--- src/hdl/dds_serial_register_file_defines.svh ---
// Assertion macros for the serial register file.
`ifndef DDS_SERIAL_REGISTER_FILE_DEFINES_SVH
`define DDS_SERIAL_REGISTER_FILE_DEFINES_SVH
`ifndef SYNTHESIS
// Checked on clk, quiet while arst_n is low.
`define DSRF_ASSERT(label, prop) \
	label: assert property (@(posedge clk) disable iff (!arst_n) prop) \
		else $error("dsrf check failed");
// Same check on an explicit clock and reset.
`define DSRF_ASSERT_ON(label, clock, rstn, prop) \
	label: assert property (@(posedge clock) disable iff (!rstn) prop) \
		else $error("dsrf check failed");
`else
`define DSRF_ASSERT(label, prop)
`define DSRF_ASSERT_ON(label, clock, rstn, prop)
`endif
`endif

--- src/hdl/dsrf_pkg.sv ---
// Types, codes and lookup for the serial register file.
package dsrf_pkg;

	typedef enum logic [1:0] {
		ACT_BYTE         = 2'd0,
		ACT_CS_RELEASE   = 2'd1,
		ACT_UPDATE       = 2'd2,
		ACT_MASTER_RESET = 2'd3
	} action_t;

	typedef enum logic [2:0] {
		ADDR_SELECT    = 3'd0,
		ADDR_FUNC_ONE  = 3'd1,
		ADDR_FUNC_TWO  = 3'd2,
		ADDR_CHAN_FUNC = 3'd3,
		ADDR_FREQ      = 3'd4,
		ADDR_PHASE     = 3'd5,
		ADDR_AMP       = 3'd6
	} addr_t;

	// Channel enable bits start here in the select register.
	localparam int SEL_EN_LSB = 4;

	typedef struct packed {
		logic [7:0]  active_select;
		logic [23:0] active_function_one;
		logic [15:0] active_function_two;
		logic [23:0] view_channel_function;
		logic [31:0] view_frequency_word;
		logic [15:0] view_phase_word;
		logic [23:0] view_amplitude_word;
		logic        frame_fault;
		logic [2:0]  bytes_pending;
	} result_t;

	// Register length in bytes; unknown addresses have none.
	function automatic logic [2:0] reg_len(input logic [2:0] addr);
		logic [2:0] len;
		unique case (addr)
			ADDR_SELECT:    len = 3'd1;
			ADDR_FUNC_ONE:  len = 3'd3;
			ADDR_FUNC_TWO:  len = 3'd2;
			ADDR_CHAN_FUNC: len = 3'd3;
			ADDR_FREQ:      len = 3'd4;
			ADDR_PHASE:     len = 3'd2;
			ADDR_AMP:       len = 3'd3;
			default:        len = 3'd0;
		endcase
		return len;
	endfunction

endpackage

--- src/hdl/dds_serial_register_file.sv ---
// Serial register file of a four-channel synthesizer, device side.
//
//  channel | handshake              | payload
//  --------+------------------------+----------------------------------------------
//  in      | in_valid / in_stall    | action, data_byte, view_channel
//  out     | out_valid / out_stall  | active_*, view_*, frame_fault, bytes_pending
//
// One transaction per clock sustained while in_stall is low. The frame decoder
// and all register writes settle in one pass of logic between the input edge
// and the result register. A result register plus a one-entry skid register
// let the block take one more transaction while out_stall holds; in_stall
// rises only once the skid entry is full. Reset (arst_n low) and the master
// reset action zero every register of the file, including the channel select
// register.
`include "dds_serial_register_file_defines.svh"

module dds_serial_register_file #(
	parameter int NUM_CHANNELS = 4
) (
	input  logic        clk,
	input  logic        arst_n,
	input  logic        in_valid,
	output logic        in_stall,
	input  logic [1:0]  action,
	input  logic [7:0]  data_byte,
	input  logic [1:0]  view_channel,
	output logic        out_valid,
	input  logic        out_stall,
	output logic [7:0]  active_select,
	output logic [23:0] active_function_one,
	output logic [15:0] active_function_two,
	output logic [23:0] view_channel_function,
	output logic [31:0] view_frequency_word,
	output logic [15:0] view_phase_word,
	output logic [23:0] view_amplitude_word,
	output logic        frame_fault,
	output logic [2:0]  bytes_pending
);
	import dsrf_pkg::*;

	// frame decoder state
	logic [2:0]  phase_q, phase_d;
	logic [2:0]  addr_q, addr_d;
	logic        bad_q, bad_d;
	logic [31:0] shift_q, shift_d;

	// global registers
	logic [7:0]  select_q, select_d;
	logic [23:0] fn1_buf_q, fn1_buf_d, fn1_act_q, fn1_act_d;
	logic [15:0] fn2_buf_q, fn2_buf_d, fn2_act_q, fn2_act_d;

	// per-channel registers
	logic [23:0] cfn_buf_q [NUM_CHANNELS];
	logic [23:0] cfn_buf_d [NUM_CHANNELS];
	logic [23:0] cfn_act_q [NUM_CHANNELS];
	logic [23:0] cfn_act_d [NUM_CHANNELS];
	logic [31:0] freq_buf_q [NUM_CHANNELS];
	logic [31:0] freq_buf_d [NUM_CHANNELS];
	logic [31:0] freq_act_q [NUM_CHANNELS];
	logic [31:0] freq_act_d [NUM_CHANNELS];
	logic [15:0] phs_buf_q [NUM_CHANNELS];
	logic [15:0] phs_buf_d [NUM_CHANNELS];
	logic [15:0] phs_act_q [NUM_CHANNELS];
	logic [15:0] phs_act_d [NUM_CHANNELS];
	logic [23:0] amp_buf_q [NUM_CHANNELS];
	logic [23:0] amp_buf_d [NUM_CHANNELS];
	logic [23:0] amp_act_q [NUM_CHANNELS];
	logic [23:0] amp_act_d [NUM_CHANNELS];

	logic [2:0]  got_cnt, cur_len, got_nxt, len_nxt;
	logic [31:0] shift_in;
	logic        fault;
	result_t     res;

	// output side: result register and skid entry
	logic        out_valid_q, skid_valid_q;
	result_t     out_q, skid_q;
	logic        in_take, out_free;

	assign in_take  = in_valid && !in_stall;
	assign out_free = !out_valid_q || !out_stall;
	assign in_stall = skid_valid_q;

	assign got_cnt  = phase_q - 3'd1;
	assign cur_len  = reg_len(addr_q);
	assign shift_in = {shift_q[23:0], data_byte};

	// next state of the whole file for the offered transaction
	always_comb begin
		phase_d   = phase_q;
		addr_d    = addr_q;
		bad_d     = bad_q;
		shift_d   = shift_q;
		select_d  = select_q;
		fn1_buf_d = fn1_buf_q;
		fn1_act_d = fn1_act_q;
		fn2_buf_d = fn2_buf_q;
		fn2_act_d = fn2_act_q;
		cfn_buf_d  = cfn_buf_q;
		cfn_act_d  = cfn_act_q;
		freq_buf_d = freq_buf_q;
		freq_act_d = freq_act_q;
		phs_buf_d  = phs_buf_q;
		phs_act_d  = phs_act_q;
		amp_buf_d  = amp_buf_q;
		amp_act_d  = amp_act_q;
		fault      = 1'b0;

		unique case (action_t'(action))
			ACT_BYTE: begin
				if (phase_q == 3'd0) begin
					// address byte opens the frame
					phase_d = 3'd1;
					shift_d = '0;
					addr_d  = data_byte[2:0];
					bad_d   = (data_byte > 8'(ADDR_AMP));
					fault   = bad_d;
				end else if (bad_q || addr_q > ADDR_AMP || got_cnt >= cur_len) begin
					// bad frame or surplus byte: drop it
					fault = 1'b1;
				end else begin
					shift_d = shift_in;
					phase_d = phase_q + 3'd1;
					if (got_cnt + 3'd1 == cur_len) begin
						// last byte: the write lands
						unique case (addr_q)
							ADDR_SELECT:   select_d  = shift_in[7:0];
							ADDR_FUNC_ONE: fn1_buf_d = shift_in[23:0];
							ADDR_FUNC_TWO: fn2_buf_d = shift_in[15:0];
							default: begin
								for (int c = 0; c < NUM_CHANNELS; c++) begin
									if (select_q[SEL_EN_LSB + c]) begin
										unique case (addr_q)
											ADDR_CHAN_FUNC: cfn_buf_d[c]  = shift_in[23:0];
											ADDR_FREQ:      freq_buf_d[c] = shift_in;
											ADDR_PHASE:     phs_buf_d[c]  = shift_in[15:0];
											default:        amp_buf_d[c]  = shift_in[23:0];
										endcase
									end
								end
							end
						endcase
					end
				end
			end
			ACT_CS_RELEASE: begin
				phase_d = 3'd0;
				bad_d   = 1'b0;
				shift_d = '0;
			end
			ACT_UPDATE: begin
				fn1_act_d  = fn1_buf_q;
				fn2_act_d  = fn2_buf_q;
				cfn_act_d  = cfn_buf_q;
				freq_act_d = freq_buf_q;
				phs_act_d  = phs_buf_q;
				amp_act_d  = amp_buf_q;
			end
			ACT_MASTER_RESET: begin
				phase_d   = '0;
				addr_d    = '0;
				bad_d     = 1'b0;
				shift_d   = '0;
				select_d  = '0;
				fn1_buf_d = '0;
				fn1_act_d = '0;
				fn2_buf_d = '0;
				fn2_act_d = '0;
				for (int c = 0; c < NUM_CHANNELS; c++) begin
					cfn_buf_d[c]  = '0;
					cfn_act_d[c]  = '0;
					freq_buf_d[c] = '0;
					freq_act_d[c] = '0;
					phs_buf_d[c]  = '0;
					phs_act_d[c]  = '0;
					amp_buf_d[c]  = '0;
					amp_act_d[c]  = '0;
				end
			end
		endcase
	end

	assign got_nxt = phase_d - 3'd1;
	assign len_nxt = reg_len(addr_d);

	// result taken after the transaction's effect
	always_comb begin
		res = '0;
		res.active_select       = select_d;
		res.active_function_one = fn1_act_d;
		res.active_function_two = fn2_act_d;
		res.frame_fault         = fault;
		if (phase_d != 3'd0 && !bad_d && addr_d <= ADDR_AMP && got_nxt < len_nxt) begin
			res.bytes_pending = len_nxt - got_nxt;
		end
		// missing channels read as zero
		for (int c = 0; c < NUM_CHANNELS; c++) begin
			if (view_channel == 2'(c)) begin
				res.view_channel_function = cfn_act_d[c];
				res.view_frequency_word   = freq_act_d[c];
				res.view_phase_word       = phs_act_d[c];
				res.view_amplitude_word   = amp_act_d[c];
			end
		end
	end

	always_ff @(posedge clk or negedge arst_n) begin
		if (!arst_n) begin
			phase_q   <= '0;
			addr_q    <= '0;
			bad_q     <= 1'b0;
			shift_q   <= '0;
			select_q  <= '0;
			fn1_buf_q <= '0;
			fn1_act_q <= '0;
			fn2_buf_q <= '0;
			fn2_act_q <= '0;
			for (int c = 0; c < NUM_CHANNELS; c++) begin
				cfn_buf_q[c]  <= '0;
				cfn_act_q[c]  <= '0;
				freq_buf_q[c] <= '0;
				freq_act_q[c] <= '0;
				phs_buf_q[c]  <= '0;
				phs_act_q[c]  <= '0;
				amp_buf_q[c]  <= '0;
				amp_act_q[c]  <= '0;
			end
		end else if (in_take) begin
			phase_q    <= phase_d;
			addr_q     <= addr_d;
			bad_q      <= bad_d;
			shift_q    <= shift_d;
			select_q   <= select_d;
			fn1_buf_q  <= fn1_buf_d;
			fn1_act_q  <= fn1_act_d;
			fn2_buf_q  <= fn2_buf_d;
			fn2_act_q  <= fn2_act_d;
			cfn_buf_q  <= cfn_buf_d;
			cfn_act_q  <= cfn_act_d;
			freq_buf_q <= freq_buf_d;
			freq_act_q <= freq_act_d;
			phs_buf_q  <= phs_buf_d;
			phs_act_q  <= phs_act_d;
			amp_buf_q  <= amp_buf_d;
			amp_act_q  <= amp_act_d;
		end
	end

	// output valids: skid drains first, new results go where there is room
	always_ff @(posedge clk or negedge arst_n) begin
		if (!arst_n) begin
			out_valid_q  <= 1'b0;
			skid_valid_q <= 1'b0;
		end else if (out_free) begin
			out_valid_q  <= skid_valid_q || in_take;
			skid_valid_q <= 1'b0;
		end else if (in_take) begin
			skid_valid_q <= 1'b1;
		end
	end

	always_ff @(posedge clk) begin
		if (out_free) begin
			if (skid_valid_q) begin
				out_q <= skid_q;
			end else if (in_take) begin
				out_q <= res;
			end
		end else if (in_take) begin
			skid_q <= res;
		end
	end

	assign out_valid             = out_valid_q;
	assign active_select         = out_q.active_select;
	assign active_function_one   = out_q.active_function_one;
	assign active_function_two   = out_q.active_function_two;
	assign view_channel_function = out_q.view_channel_function;
	assign view_frequency_word   = out_q.view_frequency_word;
	assign view_phase_word       = out_q.view_phase_word;
	assign view_amplitude_word   = out_q.view_amplitude_word;
	assign frame_fault           = out_q.frame_fault;
	assign bytes_pending         = out_q.bytes_pending;

	// skid entry is only ever behind a held result
	`DSRF_ASSERT(a_skid_behind_out, skid_valid_q |-> out_valid_q)
	// after an accepted transaction a result is held valid next cycle
	`DSRF_ASSERT(a_take_gives_result, in_take |=> out_valid_q)
	// a bad frame never gets past its address byte
	`DSRF_ASSERT_ON(a_bad_frame_parked, clk, arst_n, bad_q |-> phase_q == 3'd1)
	// pending count stays within the longest register
	`DSRF_ASSERT(a_pending_range, out_valid_q |-> out_q.bytes_pending <= 3'd4)

endmodule
--- config.mk ---
export PLATFORM = sky130hd
export DESIGN_NAME = dds_serial_register_file
export DESIGN_NICKNAME = d
export VERILOG_FILES = /design/src/hdl/dsrf_pkg.sv /design/src/hdl/dds_serial_register_file.sv
export VERILOG_INCLUDE_DIRS = /design/src /design/src/hdl
export SDC_FILE = /design/constraint.sdc
export NUM_CORES = 2
export LEC_CHECK = 0
export BUFFER_PORTS_ARGS = -buffer_cell sky130_fd_sc_hd__buf_2
export CAP_MARGIN = 20
export CORE_MARGIN = 4
export CORE_UTILIZATION = 31
export DETAILED_ROUTE_END_ITERATION = 16
export PLACE_DENSITY_LB_ADDON = 0.12
export SLEW_MARGIN = 10
export SYNTH_ARGS = -nofsm -noshare
export SYNTH_HDL_FRONTEND = slang
export SYNTH_SLANG_ARGS = --single-unit
export TNS_END_PERCENT = 1
--- constraint.sdc ---
create_clock -name clk -period 28.4 [get_ports clk]
set_input_delay 2.84 -clock clk [delete_from_list [all_inputs] [get_ports clk]]
set_output_delay 2.84 -clock clk [all_outputs]
set_load 0.1 [all_outputs]
==> qor.csv <==
stage,metric,value,unit
placement,hpwl,89900,µm
setup_path,required,29.11,ns
synth,synth_area_per_cell,11.6,µm²
placement,io_buffers,165,
setup_path,cp-startpoint,action[0],
floorplanning,initial_core_util,31.2,%
power,combPwrFrac,13.3,%
sta,worstMarginPinSlew,1.20,ns
sta,fin_setup_tns,0,ns
sta,relSlewSlack,19.9,%
detailed_routing,drc,0,
synth,synth_warnings,0,
synth,synth_edf_count,296,
clock_tree,cts_tree,yes,
power,powerDensity,72.7,nW/µm²
sta,hold_viol_final,0,
detailed_routing,ant_nets,0,
synth,ys_async_sr_fraction,75.0,%
detailed_routing,num_vias,36900,
floorplanning,dieArea,170000,µm²
power,p_switching,1.25,mW
synth,syn_nets,4409,
power,p_leak,24.0,nW
hold_path,holdCritStartpoint,cfn_act_q[28]$_DFFE_PN0P_,
detailed_routing,drt_iter0_markers,3250,
setup_path,cp_max_fo,65,
sta,fin_crit,6.58,ns
setup_path,rr_worst_depth,16,
clock_tree,cts_post_setup_buffers_inserted,0,
power,vdd_drop_max,49.0,µV
sta,max_freq,152,MHz
floorplanning,ios,166,
clock_tree,clkSinkCount,1185,
layout,instances_no_fill,6623,
power,pwr-share-seq,44.1,%
floorplanning,die_x,413,µm
hold_path,min_path_type,reg -> reg,
synth,synth.ff_latch_count,1185,
detailed_routing,totalWireLength,169000,µm
power,pwr-share-clk,42.6,%
setup_path,path_class,in -> reg,
detailed_routing,vias_per_cell,5.57,
layout,post-route-util,35.6,%
sta,period_share,23.2,%
power,p_sw_share,29.5,%
floorplanning,coreArea,163000,µm²
outcome,status,finished clean,
layout,drive_gt1_share,14.4,%
grt,grtUsageTotal,19.7,%
detailed_routing,dr.pass1.iters,5,
hold_path,hold_path_depth,2,
setup_path,cp.arrival,7.29,ns
sta,rsz0062_at_grt,no,
setup_path,r2r-start,addr_q[0]$_DFFE_PN0P_,
layout,nets,4366,
sta,worst_clock_skew,0.0318,ns
job,max_cap_viol_count,0,
clock_tree,path_clk_slew,0.06,ns
layout,final_cell_mix,"dfrtp_1 (888), nand2_1 (601), o21ai_0 (310), edfxtp_1 (296), a221oi_1 (255)",
grt,grt_pass1_vias,36800,
synth,synth.distinct_cells,67,
clock_tree,ctsHtreeMaxLevel,4,
layout,syn_to_final_growth,14.2,%
sta,setup_ws,21.82,ns
layout,final_common_cell,dfrtp_1,
placement,place_inst,6362,
setup_path,start_kind,input pin,
clock_tree,cts_root_buffer,clkbuf_16,
synth,netlist_area,50800,µm²
clock_tree,hold_buffers,0,
grt,grt.overflow.total,0,
clock_tree,clk_path_buf_depth,3,
floorplanning,die_h,413,µm
synth,synthCells,4376,
sta,setup-violations-final,0,
clock_tree,ctsResizeCount,0,
placement,place_congestion,0.791,
clock_tree,clk_latency,0.80,ns
grt,grt_max_degree,194,
grt,antenna_found_initial,4,
synth,synth_ff_type,dfrtp_1,
synth,yosysSeqAreaShare,61.3,%
layout,n_fill_cell,16100,
detailed_routing,wl_per_cell,25.6,µm
power,internal-power,2.97,mW
placement,dp_slack,21.02,ns
grt,grt_first_pass_wirelength,254000,µm
clock_tree,cts-buffers-inserted,140,
floorplanning,fp-row-count,148,
setup_path,end_kind,flop,
sta,slew_viol_final,0,
[power groups by stage]
stage | sequential, mW | combinational (mW) | clock (mW)
after CTS | 1.86 | 0.562 | 1.85
after detailed placement | 1.89 | 0.560 | 0
final | 1.86 | 0.560 | 1.80
after global routing | 1.86 | 0.600 | 1.92
after floorplan | 2.02 | 0.252 | 0
after global placement | 1.89 | 0.556 | 0
[state kept, by name (all words and copies together), names as in the netlist, 24 cells and up]
register               cells
skid_q                   148
freq_act_q               128
freq_buf_q               128
amp_act_q                 96
amp_buf_q                 96
cfn_act_q                 96
cfn_buf_q                 96
phs_act_q                 64
phs_buf_q                 64
view_frequency_word       32
active_function_one       24
fn1_act_q                 24
fn1_buf_q                 24
shift_q                   24
view_amplitude_word       24
view_channel_function     24
[stage by stage]
step	instance area (µm²)	power (mW)	hold WS, ns
after floorplan	50800	2.27	0.442
after global placement	53300	2.45	0.454
after detailed placement	53300	2.45	0.463
after CTS	57900	4.27	0.476
after global routing	58000	4.38	0.492
final	58000	4.22	0.469
[synth_stat cells (96+ instances only)]
master     instances  area, µm²
a22oi_1          141       1060
nand2_1          610       2290
dfrtp_1          889      22200
a21oi_1          126        631
mux2_2           144       1620
a22o_1           232       2030
a221oi_1         255       2230
clkbuf_1         294       1100
nand3_1          135        676
o22ai_1          191       1190
o21ai_0          311       1560
o2bb2ai_1         96        841
edfxtp_1         296       8890
[worst paths after layout]
check / to / slack [ns]
worst max-delay path: cfn_act_q[16]$_DFFE_PN0P_ / 21.82
worst min-delay path: cfn_act_q[28]$_DFFE_PN0P_ / 0.47
worst max register to register: bytes_pending[1]$_DFFE_PP_ / 24.03
worst min register to register: cfn_act_q[28]$_DFFE_PN0P_ / 0.47
max in group asynchronous: amp_buf_q[50]$_DFFE_PN0P_ / 23.20
min in group asynchronous: fn1_act_q[6]$_DFFE_PN0P_ / 2.09
[per-layer routing]
layer	up-vias	global-route usage, %	part of all wire (%)
li1	16600	-	-
met1	19100	28.4	47
met2	998	30.7	46
met3	199	3.07	5.0
met4	0	5.50	2.3
met5	-	0	0
[worst max-delay path, cell delays in order]
cell and delay (ns):
buf_2 0.13, inv_1 0.11, ha_4 0.37, o21ai_4 0.97, buf_4 0.73, buf_4 0.76, buf_4 0.91, a22o_1 0.25
[cell type report]
class	count	area (µm²)	area share (%)
clock buffers	216	4200	7.24
repair buffers	248	1670	2.88
multi-input cells	2746	17900	30.8
clock inverters	40	354	0.611
flip-flops and latches	1185	31100	53.7
inverters	12	47.5	0.0820
diodes	1	2.50	0.00432
well taps	2175	2720	4.69
[cell families (layout without fill, tap and decap cells)]
logic type / count (synthesis) / count (layout) / synth area share (%)
AOI/OAI and AO/OA: 1576 / 1576 / 22.3
xor gates and xnor gates: 6 / 6 / 0.118
adders and majority gates: 17 / 17 / 0.434
buffers and inverters: 445 / 516 / 3.76
DFF: 1185 / 1185 / 61.3
muxes: 157 / 157 / 3.45
other: 0 / 1 / 0
and+or+nand+nor: 990 / 990 / 8.60
No activity file was read; power rests on OpenSTA's default activity.
